$ cat src/lpfr_pkg.sv
// ----------------------------------------------------------------------------
// lpfr_pkg: shared types and constants of the length-prefixed frame receiver
// Header layout, event codes and the result record that the framing logic
// hands to the output register.
// ----------------------------------------------------------------------------
package lpfr_pkg;

   localparam int unsigned HEADER_BYTES    = 9;
   localparam int unsigned HDR_CNT_W       = 4;
   localparam int unsigned LEN_W           = 32;
   localparam int unsigned BODY_CNT_W      = LEN_W + 1;
   localparam logic [LEN_W-1:0] MAX_LENGTH_RESET = 32'd1048576;

   // byte positions inside the header
   localparam logic [HDR_CNT_W-1:0] HDR_POS_VERSION = 4'd0;
   localparam logic [HDR_CNT_W-1:0] HDR_POS_MSG_END = 4'd4;
   localparam logic [HDR_CNT_W-1:0] HDR_POS_FINAL   = 4'(HEADER_BYTES - 1);

   typedef enum logic [1:0] {
      EV_HDR_OK  = 2'd0,
      EV_HDR_BAD = 2'd1,
      EV_BODY    = 2'd2
   } event_type;

   typedef struct packed {
      event_type        event_res;
      logic [7:0]       body_byte;
      logic             in_value_part;
      logic             last;
      logic [7:0]       version;
      logic [LEN_W-1:0] message_length;
      logic [LEN_W-1:0] value_length;
   } result_type;

endpackage

$ cat src/lpfr_deframer.sv
// ----------------------------------------------------------------------------
// lpfr_deframer: header collection and body tracking
// Holds the framing state and turns one registered byte into at most one
// result record in the same cycle.
// ----------------------------------------------------------------------------
module lpfr_deframer
   import lpfr_pkg::*;
(
   input  logic             clock,
   input  logic             reset,
   input  logic             step,
   input  logic [7:0]       data_byte,
   input  logic [LEN_W-1:0] max_length,
   output logic             res_valid,
   output result_type       res
);

   logic                  in_body_ff, in_body_in;
   logic [HDR_CNT_W-1:0]  header_count_ff, header_count_in;
   logic [7:0]            version_ff, version_in;
   logic [LEN_W-1:0]      msg_len_ff, msg_len_in;
   logic [LEN_W-1:0]      val_len_ff, val_len_in;
   logic [BODY_CNT_W-1:0] body_count_ff, body_count_in;
   logic [BODY_CNT_W-1:0] body_total_ff, body_total_in;
   logic [BODY_CNT_W-1:0] body_next;
   logic                  too_long;
   logic                  empty_msg;
   logic                  body_last;

   always_comb begin
      in_body_in      = in_body_ff;
      header_count_in = header_count_ff;
      version_in      = version_ff;
      msg_len_in      = msg_len_ff;
      val_len_in      = val_len_ff;
      body_count_in   = body_count_ff;
      body_total_in   = body_total_ff;
      res_valid       = 1'b0;

      // shift the byte into its header field
      if (header_count_ff == HDR_POS_VERSION) begin
         version_in = data_byte;
      end else if (header_count_ff <= HDR_POS_MSG_END) begin
         msg_len_in = {msg_len_ff[LEN_W-9:0], data_byte};
      end else begin
         val_len_in = {val_len_ff[LEN_W-9:0], data_byte};
      end

      too_long  = (msg_len_in > max_length) || (val_len_in > max_length);
      empty_msg = (msg_len_in == '0) && (val_len_in == '0);
      body_next = body_count_ff + BODY_CNT_W'(1);
      body_last = (body_next >= body_total_ff);

      res.body_byte     = 8'd0;
      res.in_value_part = 1'b0;
      res.last          = 1'b0;
      res.event_res     = EV_HDR_OK;

      if (in_body_ff) begin
         version_in        = version_ff;
         msg_len_in        = msg_len_ff;
         val_len_in        = val_len_ff;
         res.event_res     = EV_BODY;
         res.body_byte     = data_byte;
         res.in_value_part = (body_count_ff >= {1'b0, msg_len_ff});
         res.last          = body_last;
         if (step) begin
            res_valid     = 1'b1;
            body_count_in = body_last ? '0 : body_next;
            in_body_in    = !body_last;
         end
      end else begin
         if (too_long) begin
            res.event_res = EV_HDR_BAD;
         end else begin
            res.last = empty_msg;
         end
         if (step) begin
            if (header_count_ff == HDR_POS_FINAL) begin
               res_valid       = 1'b1;
               header_count_in = '0;
               if (!too_long) begin
                  body_count_in = '0;
                  body_total_in = {1'b0, msg_len_in} + {1'b0, val_len_in};
                  in_body_in    = !empty_msg;
               end
            end else begin
               header_count_in = header_count_ff + HDR_CNT_W'(1);
            end
         end else begin
            version_in = version_ff;
            msg_len_in = msg_len_ff;
            val_len_in = val_len_ff;
         end
      end

      res.version        = version_in;
      res.message_length = msg_len_in;
      res.value_length   = val_len_in;
   end

   always_ff @(posedge clock) begin
      if (reset) begin
         in_body_ff      <= 1'b0;
         header_count_ff <= '0;
      end else begin
         in_body_ff      <= in_body_in;
         header_count_ff <= header_count_in;
      end
   end

   always_ff @(posedge clock) begin
      version_ff    <= version_in;
      msg_len_ff    <= msg_len_in;
      val_len_ff    <= val_len_in;
      body_count_ff <= body_count_in;
      body_total_ff <= body_total_in;
   end

   assert property (@(posedge clock) disable iff (reset)
      header_count_ff <= HDR_POS_FINAL)
      else $error("header count ran past the header");

   assert property (@(posedge clock) disable iff (reset)
      in_body_ff |-> header_count_ff == '0)
      else $error("header count not cleared while in body");

   assert property (@(posedge clock) disable iff (reset)
      in_body_ff |-> body_count_ff < body_total_ff)
      else $error("body count reached body length without closing frame");

   assert property (@(posedge clock) disable iff (reset)
      (step && res_valid && res.last) |=> !in_body_ff)
      else $error("frame closed but still in body");

endmodule

$ cat src/length_prefixed_frame_receiver.sv
// ----------------------------------------------------------------------------
// length_prefixed_frame_receiver: byte-stream message deframer
// Collects the 9-byte header of each message, checks both lengths against
// max_length and tags the following body bytes as message or value section.
// ----------------------------------------------------------------------------
// Usage:
//   req_*  : one stream byte per transfer (req_valid / req_stall).
//   rsp_*  : zero or one result per byte (rsp_valid / rsp_stall); the first
//            eight header bytes give no result, the ninth gives a header
//            accepted or header invalid event, every body byte gives a body
//            event. rsp_last marks the end of a complete message.
//   csr_*  : csr_wr_en writes csr_wr_data to max_length in the same edge;
//            write only while no byte is in flight.
// Timing: a byte transfer is taken into the input register; the framing
//   logic turns it into a result combinationally, and the result register
//   loads it when it advances and presents it on rsp_*. Throughput: one byte
//   per cycle while no result is held by rsp_stall; the framing logic between
//   the two registers handles a byte combinationally.
// Reset: synchronous; drops any partial header or body, empties both
//   registers and sets max_length to 1048576.
// Stall: a stalled result holds; the input register keeps taking a byte
//   until it is full behind the held result, then req_stall rises.
// ----------------------------------------------------------------------------
module length_prefixed_frame_receiver
   import lpfr_pkg::*;
(
   input  logic             clock,
   input  logic             reset,
   // configuration
   input  logic             csr_wr_en,
   input  logic [LEN_W-1:0] csr_wr_data,
   // byte stream in
   input  logic             req_valid,
   output logic             req_stall,
   input  logic [7:0]       req_data_byte,
   // results out
   output logic             rsp_valid,
   input  logic             rsp_stall,
   output logic [1:0]       rsp_event_res,
   output logic [7:0]       rsp_body_byte,
   output logic             rsp_in_value_part,
   output logic             rsp_last,
   output logic [7:0]       rsp_version,
   output logic [LEN_W-1:0] rsp_message_length,
   output logic [LEN_W-1:0] rsp_value_length
);

   logic             max_length_ff;
   logic [LEN_W-1:0] max_len_ff;
   logic             in_valid_ff;
   logic [7:0]       in_byte_ff;
   logic             rsp_valid_ff;
   result_type       rsp_ff;
   logic             advance;
   logic             step;
   logic             res_valid;
   result_type       res;

   // advance the result register whenever it is empty or being taken
   assign advance   = !rsp_valid_ff || !rsp_stall;
   assign step      = in_valid_ff && advance;
   assign req_stall = in_valid_ff && !advance;

   // configuration register
   always_ff @(posedge clock) begin
      if (reset) begin
         max_len_ff <= MAX_LENGTH_RESET;
      end else if (csr_wr_en) begin
         max_len_ff <= csr_wr_data;
      end
   end

   // tracks that the config register has been written since reset (status only)
   always_ff @(posedge clock) begin
      if (reset) begin
         max_length_ff <= 1'b0;
      end else if (csr_wr_en) begin
         max_length_ff <= 1'b1;
      end
   end

   // input register: take a new transfer whenever not stalled
   always_ff @(posedge clock) begin
      if (reset) begin
         in_valid_ff <= 1'b0;
      end else if (!req_stall) begin
         in_valid_ff <= req_valid;
      end
   end

   always_ff @(posedge clock) begin
      if (!req_stall) begin
         in_byte_ff <= req_data_byte;
      end
   end

   lpfr_deframer u_deframer (
      .clock      (clock),
      .reset      (reset),
      .step       (step),
      .data_byte  (in_byte_ff),
      .max_length (max_len_ff),
      .res_valid  (res_valid),
      .res        (res)
   );

   // result register: load on advance, hold while stalled
   always_ff @(posedge clock) begin
      if (reset) begin
         rsp_valid_ff <= 1'b0;
      end else if (advance) begin
         rsp_valid_ff <= step && res_valid;
      end
   end

   always_ff @(posedge clock) begin
      if (advance) begin
         rsp_ff <= res;
      end
   end

   assign rsp_valid          = rsp_valid_ff;
   assign rsp_event_res      = rsp_ff.event_res;
   assign rsp_body_byte      = rsp_ff.body_byte;
   assign rsp_in_value_part  = rsp_ff.in_value_part;
   assign rsp_last           = rsp_ff.last;
   assign rsp_version        = rsp_ff.version;
   assign rsp_message_length = rsp_ff.message_length;
   assign rsp_value_length   = rsp_ff.value_length;

   assert property (@(posedge clock) disable iff (reset)
      req_stall |-> (in_valid_ff && rsp_valid_ff && rsp_stall))
      else $error("input stalled without a held result");

   assert property (@(posedge clock) disable iff (reset)
      (rsp_valid_ff && rsp_ff.event_res != EV_BODY) |->
         (rsp_ff.body_byte == 8'd0 && !rsp_ff.in_value_part))
      else $error("header event carries body data");

   assert property (@(posedge clock) disable iff (reset)
      (rsp_valid_ff && rsp_ff.event_res == EV_HDR_BAD) |-> !rsp_ff.last)
      else $error("invalid header marked last");

   assert property (@(posedge clock) disable iff (reset)
      (max_length_ff && !csr_wr_en) |=> $stable(max_len_ff))
      else $error("max_length changed without a write");

endmodule
$ cat config.mk
export PLATFORM = sky130hd
export DESIGN_NAME = length_prefixed_frame_receiver
export DESIGN_NICKNAME = d
export VERILOG_FILES = /design/src/lpfr_pkg.sv /design/src/lpfr_deframer.sv /design/src/length_prefixed_frame_receiver.sv
export SDC_FILE = /design/constraint.sdc
export NUM_CORES = 1
export LEC_CHECK = 0
export ABC_AREA = 1
export BUFFER_PORTS_ARGS = -buffer_cell sky130_fd_sc_hd__buf_4
export CAP_MARGIN = 20
export CORE_ASPECT_RATIO = 1.25
export CORE_MARGIN = 2
export CORE_UTILIZATION = 40
export CTS_BUF_LIST = sky130_fd_sc_hd__clkbuf_8
export CTS_CLUSTER_SIZE = 24
export DETAILED_ROUTE_END_ITERATION = 7
export SYNTH_ARGS = -nofsm -noshare
export SYNTH_HDL_FRONTEND = slang
export SYNTH_SLANG_ARGS = --single-unit
export TNS_END_PERCENT = 20
$ cat constraint.sdc
create_clock -name clock -period 5.4 [get_ports clock]
set_input_delay 1.08 -clock clock [delete_from_list [all_inputs] [get_ports clock]]
set_output_delay 1.08 -clock clock [all_outputs]
set_load 0.01 [all_outputs]
==> impl_metrics.py <==
metrics = {
    "yosys": {
        "ys_async_rst_share": 0,
        "synth_top_area_share": 0.297,
        "synth.net_count": 2175,
        "ys_top_cells_by_area": "edfxtp_1 (30%), dfxtp_1 (14%), ha_1 (13%)",
        "synthFlopType": "edfxtp_1",
        "yosysUniqueCellTypes": 42,
        "avgSynthCellArea_um2": 8.13,
        "synth_area_mm2": 0.0160,
        "synth_seq_area_share": 0.437,
        "synth-warning-count": 0,
        "ys_seq_elements": 269,
        "synth_largest_area_cell": "edfxtp_1",
        "syn_inst": 1964,
        "edff_count_synth": 158,
    },
    "setup_path": {
        "path_class": "flip-flop to flip-flop",
        "reg2reg_slack_ns": 0.78,
        "cp-start-kind": "flip-flop",
        "worstPathMaxFanout": 51,
        "cp-end-kind": "flip-flop",
        "crit-reg2reg-capture": "u_deframer.body_count_ff[11]",
        "cp_data_arrival_time_ns": 4.82,
        "worst_ep_required_time_ns": 5.60,
        "worst_reg2reg_path_startpoint": "u_deframer.header_count_ff[0]",
        "reg2regPathDepth": 16,
    },
    "routing": {
        "wl_um": 44700,
        "antenna_violating_nets_post_route": 0,
        "drtIter0Drc": 888,
        "post-route-drc-count": 0,
        "first_pass_iters": 5,
        "dr_vias_cell": 5.04,
        "num_vias": 13300,
        "post_drt_wl_per_cell_um": 17.0,
    },
    "cells_and_area": {
        "finalNetCount": 2312,
        "flow.area_growth_from_synthesis_pct": 15.3,
        "n_fill_cell": 3879,
        "mostFrequentLayoutCells": "nand2_1 (450), inv_1 (328), ha_1 (165)",
        "final_common_cell": "nand2_1",
        "finalCoreUtilization": 0.469,
        "layout-drive-gt1-share": 0.113,
    },
    "grt": {
        "largest_net_degree_at_the_start_of_global_routing": 76,
        "grt_first_pass_wirelength_um": 69700,
        "overflow": 0,
        "grtUsageTotal": 0.216,
        "first_global_vias": 13100,
        "grt_antenna_before_repair": 0,
    },
    "timing": {
        "final_max_slew_viol_count": 0,
        "skew_ns": 0.0192,
        "timing.max_slew.rel_slack": 0.332,
        "fin_setup_tns_ns": 0,
        "grt_setup_unrepaired": "false",
        "max_freq_ghz": 0.216,
        "fin_crit_sh": 0.856,
        "tightestPinTransition_ns": 1.00,
        "setup_viol_count_final": 0,
        "final-hold-violation-count": 0,
        "timing.final.ws_setup_ns": 0.776,
        "finalCriticalPeriod_ns": 4.62,
    },
    "power_and_ir_drop": {
        "vdd_drop_max_mv": 0.248,
        "pwr_density_cell_mw_per_mm2": 373,
        "total_power_w": 0.00686,
        "leakage_nw": 9.37,
    },
    "die": {
        "die_w_um": 183,
        "core.rowCount": 81,
        "floorplan.die.height_um": 227,
        "coreArea_mm2": 0.0392,
        "die-area_mm2": 0.0415,
        "initial_core_util": 0.407,
        "io_pins": 131,
    },
    "place": {
        "routability_congestion_estimate_from_global_placement": 0.976,
        "dp_slack_ns": 0.759,
        "io_buffer_count": 130,
        "dp.final_hpwl_um": 35200,
    },
    "cts": {
        "tritoncts_clock_tree": "built",
        "clkTransAtPathRegs_ns": 0.07,
        "clock-sinks": 269,
        "post_cts_hold_buffer_count": 0,
        "numCtsBuffers": 42,
        "cts_htree_levels": 2,
        "cts.root.buffer_cell": "clkbuf_8",
        "post-cts-setup-buffers": 0,
        "cts_resized": 0,
        "cts_max_path_buffers": 3,
        "clock_latency_late_sink_ns": 0.56,
    },
    "worst_hold_path": {
        "worst_hold_path.endpoint": "u_deframer.version_ff[3]",
        "whs_path_depth": 1,
        "worstHoldPathType": "flip-flop to flip-flop",
        "min-delay-start": "u_deframer.version_ff[3]",
    },
    "job": {
        "max_cap_viol_count": 0,
    },
    "outcome": {
        "outcome": "completed",
    },
}
[cell type report]
class                      count  area [um2]  area share
multi-input combinational   1321        7560       0.411
clock buffer                  50         688      0.0374
tap                          498         623      0.0339
clock inverter                28         297      0.0161
inverter                     329        1230      0.0671
timing repair buffer         138        1040      0.0563
antenna                        1        2.50    0.000136
sequential                   269        6970       0.379
[flip-flops by register name, summed over array words and instances, names as in the netlist, 2 cells and up]
name / count
u_deframer.body_count_ff: 33
max_len_ff: 32
rsp_body_byte: 8
rsp_value_length: 32
in_byte_ff: 8
u_deframer.header_count_ff: 4
rsp_version: 8
u_deframer.val_len_ff: 32
rsp_event_res: 2
rsp_message_length: 32
u_deframer.version_ff: 8
u_deframer.msg_len_ff: 32
u_deframer.body_total_ff: 33
[power breakdown]
part           internal [W]  switching [W]  leakage (nW)  total (W)
Combinational      0.000797        0.00140          6.20    0.00220
Sequential          0.00252       0.000141          2.65    0.00266
Clock               0.00114       0.000852         0.517    0.00200
[cells in the mapped netlist (26+ instances only)]
master    number
o21ai_1       37
o21ai_0      139
clkbuf_1      26
ha_1         165
xor2_1        38
dfxtp_1      111
inv_1        324
nor2_1       154
nand2_1      452
nand4_1       30
edfxtp_1     158
nand3_1       60
a21oi_1      139
[stage by stage]
step	hold WS [ns]	cells	cell area (um2)
final	0.479	2634	18400
after floorplan	0.447	1964	16000
after global placement	0.454	2555	17400
after detailed placement	0.461	2555	17400
after global routing	0.490	2633	18400
after CTS	0.476	2633	18400
[worst max path at each step]
stage | start | to | slack, ns
finish | u_deframer.header_count_ff[0] | u_deframer.body_count_ff[11] | 0.78
global placement | u_deframer.header_count_ff[0] | u_deframer.body_count_ff[3] | 0.78
floorplan | rsp_stall | req_stall | 1.04
global route | u_deframer.header_count_ff[0] | u_deframer.body_count_ff[23] | 0.43
detailed placement | u_deframer.header_count_ff[0] | u_deframer.body_count_ff[2] | 0.76
CTS | u_deframer.header_count_ff[0] | u_deframer.body_count_ff[11] | 0.74
[metal layers]
layer,track usage,share of wire,up-vias
met2,0.368,0.47,352
met4,0.0874,0.039,0
met1,0.281,0.45,6084
li1,-,-,6741
met3,0.0258,0.041,99
met5,0,0,-
[critical path: stages, from the launching register on]
cell and delay [ns]:
dfxtp_1 0.37, inv_1 0.10, ha_1 0.23, nand2_1 0.09, nand2_2 0.52, o21ai_1 0.47
inv_1 0.13, ha_1 0.29, nand2_1 0.06, nor2_1 0.21, nand2_1 0.14, nor4_1 0.56
nand3_1 0.15, nand2_1 0.17, a21oi_1 0.18, nor2_2 0.14, buf_4 0.43
[kinds of logic (layout without fill, tap and decap cells)]
family / after synthesis / in the layout / share of synthesized area
adder cells (fa/ha/maj): 166 / 166 / 0.131
AND/OR/NAND/NOR: 759 / 759 / 0.201
buffers and inverters: 374 / 545 / 0.0911
XOR/XNOR: 49 / 49 / 0.0269
flip-flops: 269 / 269 / 0.437
other: 0 / 1 / 0
AO/OA/AOI/OAI: 344 / 344 / 0.112
multiplexers: 3 / 3 / 0.00212
(Power assumes the default switching activity.)
